[src/sv/rgil_pkg.sv]
// ----------------------------------------------------------------------------
// rgil_pkg
// Shared types and constants for the ray / pixel-grid chord length block.
// ----------------------------------------------------------------------------
package rgil_pkg;

    localparam int MAX_HEIGHT = 16;
    localparam int MAX_WIDTH  = 16;

    // Register indexes on the configuration port.
    localparam logic [1:0] REG_GRID_HEIGHT = 2'd0;
    localparam logic [1:0] REG_GRID_WIDTH  = 2'd1;
    localparam logic [1:0] REG_GRID_SIZE   = 2'd2;

    // Fraction bits of the chord length before scaling, and the number of root bits.
    localparam int LEN_FRAC  = 20;
    localparam int ROOT_BITS = 21;
    localparam int ACC_W     = 68;

    typedef logic [4:0] dim_t;
    typedef logic [8:0] pt_t;

    // One segment handed from the tracer to the length unit.
    typedef struct packed {
        pt_t        dn;
        pt_t        dd;
        pt_t        l2;
        logic [7:0] ray;
        logic [3:0] px;
        logic [3:0] py;
        logic [7:0] pidx;
        logic       last;
    } seg_t;

    typedef enum logic {
        F_IDLE,
        F_RUN
    } front_state_t;

    typedef enum logic [2:0] {
        B_IDLE,
        B_PREP,
        B_PROD,
        B_ITER,
        B_SCALE,
        B_OUT
    } back_state_t;

endpackage

[src/sv/ray_grid_intersection_lengths_top.sv]
// ----------------------------------------------------------------------------
// ray_grid_intersection_lengths_top
// The tracer emits one segment per cycle into a 4-entry queue while the
// queue is not full; the length unit finishes each segment (21 root steps)
// before it pops the next; a new ray is taken once the tracer is done.
// Reset clears all control state and loads height 16, width 16, size 256.
// ----------------------------------------------------------------------------
module ray_grid_intersection_lengths_top (
    input  logic        clk,
    input  logic        rst_n,
    input  logic        cfg_we,
    input  logic [1:0]  cfg_addr,
    input  logic [15:0] cfg_data,
    input  logic        s_tvalid,
    output logic        s_tready,
    input  logic [7:0]  s_tdata,    // tx_row[3:0], rx_row[7:4]
    output logic        m_tvalid,
    input  logic        m_tready,
    output logic [55:0] m_tdata,    // ray_index[7:0], pixel_x[11:8], pixel_y[15:12],
                                    // pixel_index[23:16], seg_length[48:24]
    output logic        m_tlast
);
    import rgil_pkg::*;

    logic [4:0]  height_reg, width_reg;
    logic [15:0] size_reg;

    logic        push, pop, full, empty;
    seg_t        push_data, pop_data;

    // Configuration registers.
    always_ff @(posedge clk or negedge rst_n)
    begin
        if (!rst_n)
        begin
            height_reg <= 5'd16;
            width_reg  <= 5'd16;
            size_reg   <= 16'd256;
        end
        else if (cfg_we)
        begin
            case (cfg_addr)
                REG_GRID_HEIGHT: height_reg <= cfg_data[4:0];
                REG_GRID_WIDTH:  width_reg  <= cfg_data[4:0];
                REG_GRID_SIZE:   size_reg   <= cfg_data;
                default:         size_reg   <= size_reg;
            endcase
        end
    end

    rgil_front u_front (
        .clk         (clk),
        .rst_n       (rst_n),
        .grid_height (height_reg),
        .grid_width  (width_reg),
        .s_tvalid    (s_tvalid),
        .s_tready    (s_tready),
        .s_tdata     (s_tdata),
        .push        (push),
        .push_data   (push_data),
        .full        (full)
    );

    rgil_fifo u_fifo (
        .clk       (clk),
        .rst_n     (rst_n),
        .push      (push),
        .push_data (push_data),
        .full      (full),
        .pop       (pop),
        .pop_data  (pop_data),
        .empty     (empty)
    );

    rgil_back u_back (
        .clk       (clk),
        .rst_n     (rst_n),
        .grid_size (size_reg),
        .empty     (empty),
        .pop       (pop),
        .pop_data  (pop_data),
        .m_tvalid  (m_tvalid),
        .m_tready  (m_tready),
        .m_tdata   (m_tdata),
        .m_tlast   (m_tlast)
    );

endmodule

[src/sv/rgil_front.sv]
// ----------------------------------------------------------------------------
// rgil_front
// Accepts a ray, then walks the merged vertical and horizontal crossings
// and pushes one segment per cycle into the queue while it is not full.
// ----------------------------------------------------------------------------
module rgil_front (
    input  logic                clk,
    input  logic                rst_n,
    input  logic [4:0]          grid_height,
    input  logic [4:0]          grid_width,
    input  logic                s_tvalid,
    output logic                s_tready,
    input  logic [7:0]          s_tdata,    // tx_row[3:0], rx_row[7:4]
    output logic                push,
    output rgil_pkg::seg_t      push_data,
    input  logic                full
);
    import rgil_pkg::*;

    front_state_t state_reg, state_next;

    dim_t       h_eff, w_eff;
    logic [3:0] tx_c, rx_c;
    logic [3:0] m_c;
    logic       neg_c, flat_c;

    dim_t       w_reg;
    logic [3:0] m_reg;
    logic       neg_reg, flat_reg;
    pt_t        dd_reg, l2_reg;
    logic [7:0] ray_reg;
    pt_t        hv_reg, hh_reg, prev_reg;
    logic [3:0] hcnt_reg, px_reg, py_reg;

    logic       accept, h_ok, is_v, is_h, at_end;
    pt_t        pnext;
    logic [8:0] pidx_full;

    // Clamp the grid sizes and the row indexes.
    always_comb
    begin
        h_eff = (grid_height == 5'd0) ? 5'd1 :
                (grid_height > 5'(MAX_HEIGHT)) ? 5'(MAX_HEIGHT) : grid_height;
        w_eff = (grid_width == 5'd0) ? 5'd1 :
                (grid_width > 5'(MAX_WIDTH)) ? 5'(MAX_WIDTH) : grid_width;
        tx_c  = ({1'b0, s_tdata[3:0]} > h_eff - 5'd1) ? 4'(h_eff - 5'd1) : s_tdata[3:0];
        rx_c  = ({1'b0, s_tdata[7:4]} > h_eff - 5'd1) ? 4'(h_eff - 5'd1) : s_tdata[7:4];
        neg_c  = rx_c < tx_c;
        flat_c = rx_c == tx_c;
        m_c    = flat_c ? 4'd1 : (neg_c ? tx_c - rx_c : rx_c - tx_c);
    end

    // Next crossing: the smaller of the next vertical and horizontal line.
    always_comb
    begin
        h_ok   = !flat_reg && (hcnt_reg < m_reg);
        pnext  = (h_ok && hh_reg < hv_reg) ? hh_reg : hv_reg;
        is_v   = pnext == hv_reg;
        is_h   = h_ok && (pnext == hh_reg);
        at_end = pnext == dd_reg;
        pidx_full = 9'(py_reg * w_reg) + 9'(px_reg);
    end

    assign accept = s_tvalid && s_tready;

    // Next state.
    always_comb
    begin
        state_next = state_reg;
        case (state_reg)
            F_IDLE:  if (accept) state_next = F_RUN;
            F_RUN:   if (push && at_end) state_next = F_IDLE;
            default: state_next = F_IDLE;
        endcase
    end

    // Outputs.
    always_comb
    begin
        s_tready = 1'b0;
        push     = 1'b0;
        case (state_reg)
            F_IDLE:  s_tready = 1'b1;
            F_RUN:   push = !full;
            default: s_tready = 1'b0;
        endcase
        push_data.dn   = pnext - prev_reg;
        push_data.dd   = dd_reg;
        push_data.l2   = l2_reg;
        push_data.ray  = ray_reg;
        push_data.px   = px_reg;
        push_data.py   = py_reg;
        push_data.pidx = pidx_full[7:0];
        push_data.last = at_end;
    end

    always_ff @(posedge clk or negedge rst_n)
    begin
        if (!rst_n)
        begin
            state_reg <= F_IDLE;
        end
        else
        begin
            state_reg <= state_next;
        end
    end

    // Ray setup on accept, walk state on every push.
    always_ff @(posedge clk)
    begin
        if (accept)
        begin
            w_reg    <= w_eff;
            m_reg    <= m_c;
            neg_reg  <= neg_c;
            flat_reg <= flat_c;
            dd_reg   <= 9'({w_eff, 1'b0} * m_c);
            l2_reg   <= 9'(w_eff * w_eff) + 9'(m_c * m_c) - (flat_c ? 9'd1 : 9'd0);
            ray_reg  <= 8'(rx_c * h_eff) + 8'(tx_c);
            hv_reg   <= 9'({m_c, 1'b0});
            hh_reg   <= 9'(w_eff);
            prev_reg <= '0;
            hcnt_reg <= '0;
            px_reg   <= '0;
            py_reg   <= tx_c;
        end
        else if (push)
        begin
            prev_reg <= pnext;
            if (is_v)
            begin
                hv_reg <= hv_reg + 9'({m_reg, 1'b0});
                px_reg <= px_reg + 4'd1;
            end
            if (is_h)
            begin
                hh_reg   <= hh_reg + 9'({w_reg, 1'b0});
                hcnt_reg <= hcnt_reg + 4'd1;
                py_reg   <= neg_reg ? py_reg - 4'd1 : py_reg + 4'd1;
            end
        end
    end

    // A crossing never runs past the receiver end.
    a_walk_bound: assert property (@(posedge clk) disable iff (!rst_n)
        (state_reg == F_RUN) |-> (prev_reg < dd_reg))
        else $error("crossing walk passed the ray end");

endmodule

[src/sv/rgil_fifo.sv]
// ----------------------------------------------------------------------------
// rgil_fifo
// Four-entry segment queue between the tracer and the length unit.
// ----------------------------------------------------------------------------
module rgil_fifo (
    input  logic                clk,
    input  logic                rst_n,
    input  logic                push,
    input  rgil_pkg::seg_t      push_data,
    output logic                full,
    input  logic                pop,
    output rgil_pkg::seg_t      pop_data,
    output logic                empty
);
    import rgil_pkg::*;

    seg_t       mem_reg [4];
    logic [1:0] wptr_reg, rptr_reg;
    logic [2:0] count_reg;

    assign full     = count_reg == 3'd4;
    assign empty    = count_reg == 3'd0;
    assign pop_data = mem_reg[rptr_reg];

    always_ff @(posedge clk or negedge rst_n)
    begin
        if (!rst_n)
        begin
            wptr_reg  <= '0;
            rptr_reg  <= '0;
            count_reg <= '0;
        end
        else
        begin
            if (push)
                wptr_reg <= wptr_reg + 2'd1;
            if (pop)
                rptr_reg <= rptr_reg + 2'd1;
            count_reg <= count_reg + (push ? 3'd1 : 3'd0) - (pop ? 3'd1 : 3'd0);
        end
    end

    always_ff @(posedge clk)
    begin
        if (push)
            mem_reg[wptr_reg] <= push_data;
    end

    a_no_overflow: assert property (@(posedge clk) disable iff (!rst_n)
        push |-> !full)
        else $error("segment queue overflow");

    a_no_underflow: assert property (@(posedge clk) disable iff (!rst_n)
        pop |-> !empty)
        else $error("segment queue underflow");

endmodule

[src/sv/rgil_back.sv]
// ----------------------------------------------------------------------------
// rgil_back
// Chord length unit: bit-serial root of dn^2*L2*2^40 divided by D, then
// scaling by grid_size, with a registered result stage.
// ----------------------------------------------------------------------------
module rgil_back (
    input  logic                clk,
    input  logic                rst_n,
    input  logic [15:0]         grid_size,
    input  logic                empty,
    output logic                pop,
    input  rgil_pkg::seg_t      pop_data,
    output logic                m_tvalid,
    input  logic                m_tready,
    output logic [55:0]         m_tdata,    // ray_index, pixel_x, pixel_y,
                                            // pixel_index, seg_length, zero pad
    output logic                m_tlast
);
    import rgil_pkg::*;

    back_state_t state_reg, state_next;

    seg_t               seg_reg;
    logic [17:0]        dn2_reg, d2_reg;
    logic [26:0]        y_reg;
    logic [ACC_W-1:0]   psq_reg, a_reg, b_reg;
    logic [ROOT_BITS-1:0] root_reg;
    logic [4:0]         bit_reg;
    logic [24:0]        len_reg;
    logic               out_valid_reg;
    logic [55:0]        out_data_reg;
    logic               out_last_reg;

    logic [ACC_W-1:0]   cand, target;
    logic               take, out_free, load_out;
    logic [36:0]        prod;

    assign target   = {1'b0, y_reg, 40'd0};
    assign cand     = psq_reg + a_reg + b_reg;
    assign take     = cand <= target;
    assign out_free = !out_valid_reg || m_tready;
    assign prod     = 37'(root_reg * grid_size);

    // Next state.
    always_comb
    begin
        state_next = state_reg;
        case (state_reg)
            B_IDLE:  if (!empty) state_next = B_PREP;
            B_PREP:  state_next = B_PROD;
            B_PROD:  state_next = B_ITER;
            B_ITER:  if (bit_reg == 5'd0) state_next = B_SCALE;
            B_SCALE: state_next = B_OUT;
            B_OUT:   if (out_free) state_next = B_IDLE;
            default: state_next = B_IDLE;
        endcase
    end

    // Outputs.
    always_comb
    begin
        pop      = 1'b0;
        load_out = 1'b0;
        case (state_reg)
            B_IDLE:  pop = !empty;
            B_OUT:   load_out = out_free;
            default: pop = 1'b0;
        endcase
    end

    always_ff @(posedge clk or negedge rst_n)
    begin
        if (!rst_n)
        begin
            state_reg     <= B_IDLE;
            out_valid_reg <= 1'b0;
        end
        else
        begin
            state_reg <= state_next;
            if (load_out)
                out_valid_reg <= 1'b1;
            else if (m_tready)
                out_valid_reg <= 1'b0;
        end
    end

    // Datapath: squares, product, root steps, scaling.
    always_ff @(posedge clk)
    begin
        case (state_reg)
            B_IDLE:
            begin
                seg_reg <= pop_data;
            end
            B_PREP:
            begin
                dn2_reg <= seg_reg.dn * seg_reg.dn;
                d2_reg  <= seg_reg.dd * seg_reg.dd;
            end
            B_PROD:
            begin
                y_reg    <= 27'(dn2_reg * seg_reg.l2);
                psq_reg  <= '0;
                a_reg    <= '0;
                b_reg    <= ACC_W'(d2_reg) << (2 * LEN_FRAC);
                root_reg <= '0;
                bit_reg  <= 5'(LEN_FRAC);
            end
            B_ITER:
            begin
                // Try the current root bit against the squared bound.
                if (take)
                begin
                    psq_reg <= cand;
                    a_reg   <= (a_reg + (b_reg << 1)) >> 1;
                end
                else
                begin
                    a_reg <= a_reg >> 1;
                end
                b_reg    <= b_reg >> 2;
                root_reg <= {root_reg[ROOT_BITS-2:0], take};
                bit_reg  <= bit_reg - 5'd1;
            end
            B_SCALE:
            begin
                len_reg <= prod[36:12];
            end
            default:
            begin
                seg_reg <= seg_reg;
            end
        endcase
        if (load_out)
        begin
            out_data_reg <= {7'd0, len_reg, seg_reg.pidx, seg_reg.py,
                             seg_reg.px, seg_reg.ray};
            out_last_reg <= seg_reg.last;
        end
    end

    assign m_tvalid = out_valid_reg;
    assign m_tdata  = out_data_reg;
    assign m_tlast  = out_last_reg;

    a_bit_range: assert property (@(posedge clk) disable iff (!rst_n)
        (state_reg == B_ITER) |-> (bit_reg <= 5'(LEN_FRAC)))
        else $error("root step counter out of range");

endmodule
[config.mk]
export PLATFORM = sky130hd
export DESIGN_NAME = ray_grid_intersection_lengths_top
export DESIGN_NICKNAME = d
export VERILOG_FILES = /design/src/sv/rgil_pkg.sv /design/src/sv/ray_grid_intersection_lengths_top.sv /design/src/sv/rgil_front.sv /design/src/sv/rgil_fifo.sv /design/src/sv/rgil_back.sv
export SDC_FILE = /design/constraint.sdc
export NUM_CORES = 2
export LEC_CHECK = 0
export ABC_CLOCK_PERIOD_IN_PS = 12000
export BUFFER_PORTS_ARGS = -buffer_cell sky130_fd_sc_hd__buf_2
export CORE_MARGIN = 3
export CORE_UTILIZATION = 60
export CTS_CLUSTER_SIZE = 40
export DETAILED_ROUTE_END_ITERATION = 7
export PLACE_DENSITY = 0.79
export SLEW_MARGIN = 20
export SYNTH_ARGS = -nofsm -noshare
export SYNTH_HDL_FRONTEND = slang
export SYNTH_SLANG_ARGS = --single-unit
[constraint.sdc]
create_clock -name clk -period 12 [get_ports clk]
set_clock_uncertainty 0.15 [all_clocks]
set_input_delay 0.6 -clock clk [delete_from_list [all_inputs] [get_ports clk]]
set_output_delay 0.6 -clock clk [all_outputs]
set_load 0.02 [all_outputs]
=== Word-level counts from Yosys, hierarchy flattened ===
Memory sizes are Yosys's and may differ from the RTL's. A register that Yosys moved wholly into a read port is not among the register bits.
Index checks and enable logic that the tools add are counted.

* Shift-type cells: 0
* Order comparisons: 8
* Div/mod/pow operators: 0
* Equal/unequal tests: 16
* Mux-type cells: 44
* Add/subtract/negate cells: 22
* Multiply operators: 9
* Reductions and logical operators: 30
* Bitwise operators: 1

{| class="wikitable"
|+ Operators by type and width
! kind !! number
|-
| $pmux W68 S2 || 3
|-
| $add A68 B68 Y68 || 3
|-
| $le A68 B67 Y1 || 1
|-
| $mux W68 || 1
|-
| $mux W67 || 1
|-
| $mux W5 || 10
|-
| $pmux W21 S2 || 1
|-
| $mul A21 B16 Y37 || 1
|-
| $mul A9 B9 Y18 || 2
|-
| $mux W4 || 8
|-
| $eq A9 B9 Y1 || 3
|-
| $mul A18 B9 Y27 || 1
|-
| $pmux W3 S6 || 1
|-
| $sub A9 B9 Y9 || 2
|-
| $add A8 B4 Y8 || 2
|-
| $mul A4 B5 Y8 || 2
|-
| $reduce_and A2 Y1 || 8
|-
| $logic_not A5 Y1 || 3
|-
| $mux W1 || 13
|-
| $add A4 B1 Y4 const B || 3
|-
| $gt A4 B5 Y1 || 2
|-
| $gt A5 B5 Y1 const B || 2
|-
| $pmux W5 S2 || 1
|-
| $reduce_bool A2 Y1 || 5
|-
| 32 further kinds || 51
|}

* Bits in read-only memories: 0
* Bits in writable memories: 204
* Memories: 1
* Input bits: 31
* Logic and storage cells: 167
* Bits in registers: 490
* Latch bits: 0
* Output and inout bits: 59

{| class="wikitable"
|+ Memories
! memory !! depth !! bits a word !! rd ports !! clocked after Yosys merged registers in !! write ports !! RTL line !! text
|-
| u_fifo.mem_reg || 4 || 51 || 1 || 1 || 1 || rgil_fifo.sv:17 || <nowiki>seg_t mem_reg [4];</nowiki>
|}

=== Logic depth before layout (Yosys ltp) ===
* Depth in word-level cells: 12
* Gate-level depth with buffers: 39
* Gate-level depth less buffers: 37

=== By module ===
A second synthesis with hierarchy kept.

* Cells, all modules: 5468
* Area, all modules: 59450.8 um^2

{| class="wikitable"
|+ By module, submodules not included
! module !! cells an instance !! area an instance (um^2) !! times used !! seq. area each (um^2)
|-
| rgil_back || 4314 || 42947.4 || 1 || 12321.8
|-
| rgil_fifo || 306 || 7958.9 || 1 || 6421.2
|-
| rgil_front || 792 || 7502.2 || 1 || 1996.9
|-
| ray_grid_intersection_lengths_top || 56 || 1042.2 || 1 || 654.4
|}

=== Worst setup path before layout ===
OpenSTA, ideal clock, no wires.

* Path kind: register -> register
* Start: register u_back.b_reg[23]
* End: register u_back.psq_reg[0] (enable)
* Path buffers: 3
* Path slack: 0.921 ns
* Clock period less this slack: 11.079 ns
* Setup time: 0.517 ns
* Data required time: 11.333 ns
* Stages on the path, launching flop included: 31
* Arrival: 10.413 ns
* Cells stage by stage: edfxtp_1 fa_1 ha_1 clkbuf_1 a21oi_1 o211ai_1 a21boi_0 o211ai_1 nor4b_1 nor4_1 a2111oi_1 o21ai_0 a21oi_1 o311ai_1 a311o_1 xor2_1 ha_1 nand4_1 nor4_1 nand2_1 nor2_1 nand4_1 a211oi_1 nand4b_1 or4_1 or4_4 a21boi_4 nand2_1 clkbuf_1 clkbuf_1 a21oi_1

* Cells in the longest elaborated chain, start to end: 4

{| class="wikitable"
|+ RTL lines
! element !! RTL line !! text
|-
| start: declaration || rgil_back.sv:26 || <nowiki>logic [ACC_W-1:0] psq_reg, a_reg, b_reg;</nowiki>
|-
| start signal: assignment || rgil_back.sv:106 || <nowiki>b_reg <= ACC_W'(d2_reg) << (2 * LEN_FRAC);</nowiki>
|-
| start signal: assignment || rgil_back.sv:122 || <nowiki>b_reg <= b_reg >> 2;</nowiki>
|-
| $add A68 B68 Y68 || rgil_back.sv:39 || <nowiki>assign cand = psq_reg + a_reg + b_reg;</nowiki>
|-
| via u_back.cand[66] || rgil_back.sv:34 || <nowiki>logic [ACC_W-1:0] cand, target;</nowiki>
|-
| $le A68 B67 Y1 || rgil_back.sv:40 || <nowiki>assign take = cand <= target;</nowiki>
|-
| $ne A2 B1 Y1 (no line) || - ||
|-
| $reduce_and A2 Y1 (no line) || - ||
|-
| end signal: assignment || rgil_back.sv:115 || <nowiki>psq_reg <= cand;</nowiki>
|-
| end: declaration || rgil_back.sv:26 ||
|}

The timed path passes the listed nets, and every way through them passes these cells.
A chain may end at the register's enable or synchronous reset.

=== Worst setup path after layout ===
* Start: register u_back.b_reg[23]
* End: register u_back.psq_reg[64] (enable)

The elaborated chain is that of the path after synthesis.

==> impl_metrics.toml <==
[status]
outcome = "complete, no violations"

[layout]
regArea_um2 = 21200
nets = 6349
multi_input_area_um2 = 33500
antenna_cells = 0
fin_area_um2 = 62200
largest_reg_flops = 204
drive_gt1_share_pct = 6.95
area_growth_pct = 7.40
layout_commonest_cell = "inv_1"
nFillCells = 7140
finalNonFillerCells = 6621
final_cell_mix = "676 x inv_1, 657 x edfxtp_1, 563 x nand2_1"

[logic_synthesis]
avgSynthCellArea_um2 = 11.0
synth_area_um2 = 57900
ys.flop_type = "edfxtp_1"
synth_warnings = 0
synth_edf_count = 657
synthCells = 5274
ys_seq_elements = 720
ys_async_sr_fraction_pct = 5.28
ys_types = 99
synth_seq_area_share_pct = 36.6

[place]
port_buffers = 82
dp_cells = 6469
hpwl_mm = 92.1
post_dp_cell_area_um2 = 59400
gp_congestion = 0.902

[timing]
tightest_slew_ns = 1.10
slew_headroom_pct = 25.8
finalHoldViolCount = 0
min_period_over_period_pct = 86.5
setup-violations-final = 0
final.min_clock_period_ns = 10.38
slew_viol_final = 0
fmax_mhz = 96.3
rsz0062_at_grt = "false"
fin_tns_setup_ns = 0

[clock_tree]
root_buffer = "clkbuf_16"
cts_tree = "yes"
cts_setup_buffers = 0
clockBufferDepth = 3
cts.sinks = 720
htreeDepth = 3
clock_latency_ns = 0.67
clkTransAtPathRegs_ns = 0.06
cts_inserted_buffers = 80

[critical_path]
path_class = "reg -> reg"
cp_num_buf_inv = 1
cpPeakStageDelay_ns = 0.89
crit_path_end_kind = "flop"
crit_slowest_cell = "a2111oi_1"
crit_fanout = 68
required_ns = 12.12
cp.arrival_ns = 10.51
cp_top_family = "compound AO/OA/AOI/OAI gates"
start_kind = "flop"

[global_routing]
grt_max_degree = 97
grt_pass1_wl_mm = 208
overflow = 0
grtUsageTotal_pct = 26.0
grt_antenna_before_repair = 0
grt_pass1_vias = 40227

[route]
drtIter0Drc = 2873
wl_met2_mm = 61.4
via_per_inst = 5.87
drt.antenna.violating_nets = 0
num_vias = 38870
top_layer = "met4"
wl_met1_mm = 53.0
wirelength_mm = 127
drc = 0
drtPass1Iterations = 6
wl_per_cell_um = 19.1
wl_met3_mm = 7.77

[floorplanning]
fp.dieArea_um2 = 100000
core-area_um2 = 95300
ios = 90
die_w_um = 317
num_rows = 113
die_height_um = 317
start_util_pct = 60.7

[flow_run]
max_cap_violations = 0

[min_path]
hold_path.class = "in -> reg"
-- path summary, 6_finish.rpt --
kind	start	end	slack (ns)	cells past startpoint
worst max register to register	u_back.b_reg[23]$_SDFFCE_PN0P_	u_back.psq_reg[64]$_SDFFCE_PN0P_	1.62	28
worst min-delay path	cfg_data[12]	size_reg[12]$_DFFE_PN0P_	0.04	2
max in group asynchronous	rst_n	u_fifo.rptr_reg[0]$_DFFE_PN0P_	10.78	3
min in group asynchronous	rst_n	u_fifo.count_reg[0]$_DFF_PN0_	0.44	3
worst max-delay path	u_back.b_reg[23]$_SDFFCE_PN0P_	u_back.psq_reg[64]$_SDFFCE_PN0P_	1.62	28
worst min register to register	u_back.seg_reg[8]$_DFFE_PN_	u_back.m_tdata[23]$_DFFE_PP_	0.26	0
-- layout make-up --
type	count	area share, %
Clock buffer	108	3.52
Clock inverter	38	0.777
Inverter	679	4.11
Multi-Input combinational cell	3696	53.9
Sequential cell	720	34.1
Tap cell	1265	2.55
Timing Repair Buffer	115	1.09
-- worst register-to-register path: cells and delay by family (launching register included) --
kind                     cells  cell delay (ns)
adder cells (fa/ha/maj)      3             1.27
AO/OA/AOI/OAI               12             4.04
XOR/XNOR                     1             0.16
buffers and inverters        1             0.72
flip-flops                   1             0.45
AND/OR/NAND/NOR             11             3.06
-- timing repair --
action                    4_1_cts  5_1_grt
hold endpoints to repair       40        0
hold buffers                    6        0
gates resized for setup         0        0
-- through the flow --
| stage | setup slack, ns | util [%] | hold WS, ns |
|---|---|---|---|
| 6_report | 1.62 | 65.2 | 0.0399 |
| 3_3_place_gp | 2.12 | 62.4 | 0.251 |
| 5_1_grt | 1.13 | 65.2 | 0.0267 |
| 3_5_place_dp | 1.83 | 62.4 | 0.255 |
| 4_1_cts | 1.83 | 65.2 | 0.000268 |
| 2_1_floorplan | 0.921 | - | 0.154 |
-- synth_stat cells, types with 37 or more instances --
library cell,number,share of area [%]
nand3_1,57,0.49
mux2i_1,63,1.1
and2_1,287,3.1
mux2_2,37,0.72
xor2_1,90,1.4
nand4_1,37,0.40
ha_1,495,11
a21o_1,121,1.6
xnor2_1,174,2.6
nor3_1,48,0.41
fa_1,531,18
mux4_2,51,2.0
o21ai_0,120,1.0
nor2b_1,41,0.44
inv_1,677,4.4
a21oi_1,231,2.0
clkbuf_1,172,1.1
nor2_1,278,1.8
nand2_1,565,3.7
o21bai_1,39,0.51
edfxtp_1,657,34
and3_1,90,0.97
-- layer usage --
| layer | track usage [%] | up-vias |
|---|---|---|
| li1 | - | 17878 |
| met1 | 35.4 | 19456 |
| met2 | 43.1 | 1262 |
| met3 | 3.57 | 274 |
| met4 | 9.42 | 0 |
| met5 | 0 | - |
-- kinds of logic (layout without fill, tap and decap cells) --
group	after synthesis	in the layout	share of synthesized area, %
and+or+nand+nor	1526	1526	12.8
muxes	151	151	3.79
buffers and inverters	872	940	5.73
AOI/OAI and AO/OA	711	711	8.00
other	2	16	0.0130
xor gates and xnor gates	264	264	3.99
adders and majority gates	1028	1028	29.1
DFF	720	720	36.6
Power is not shown: default switching activity piles up to over one toggle a cycle in this logic, so the estimate is an artifact.
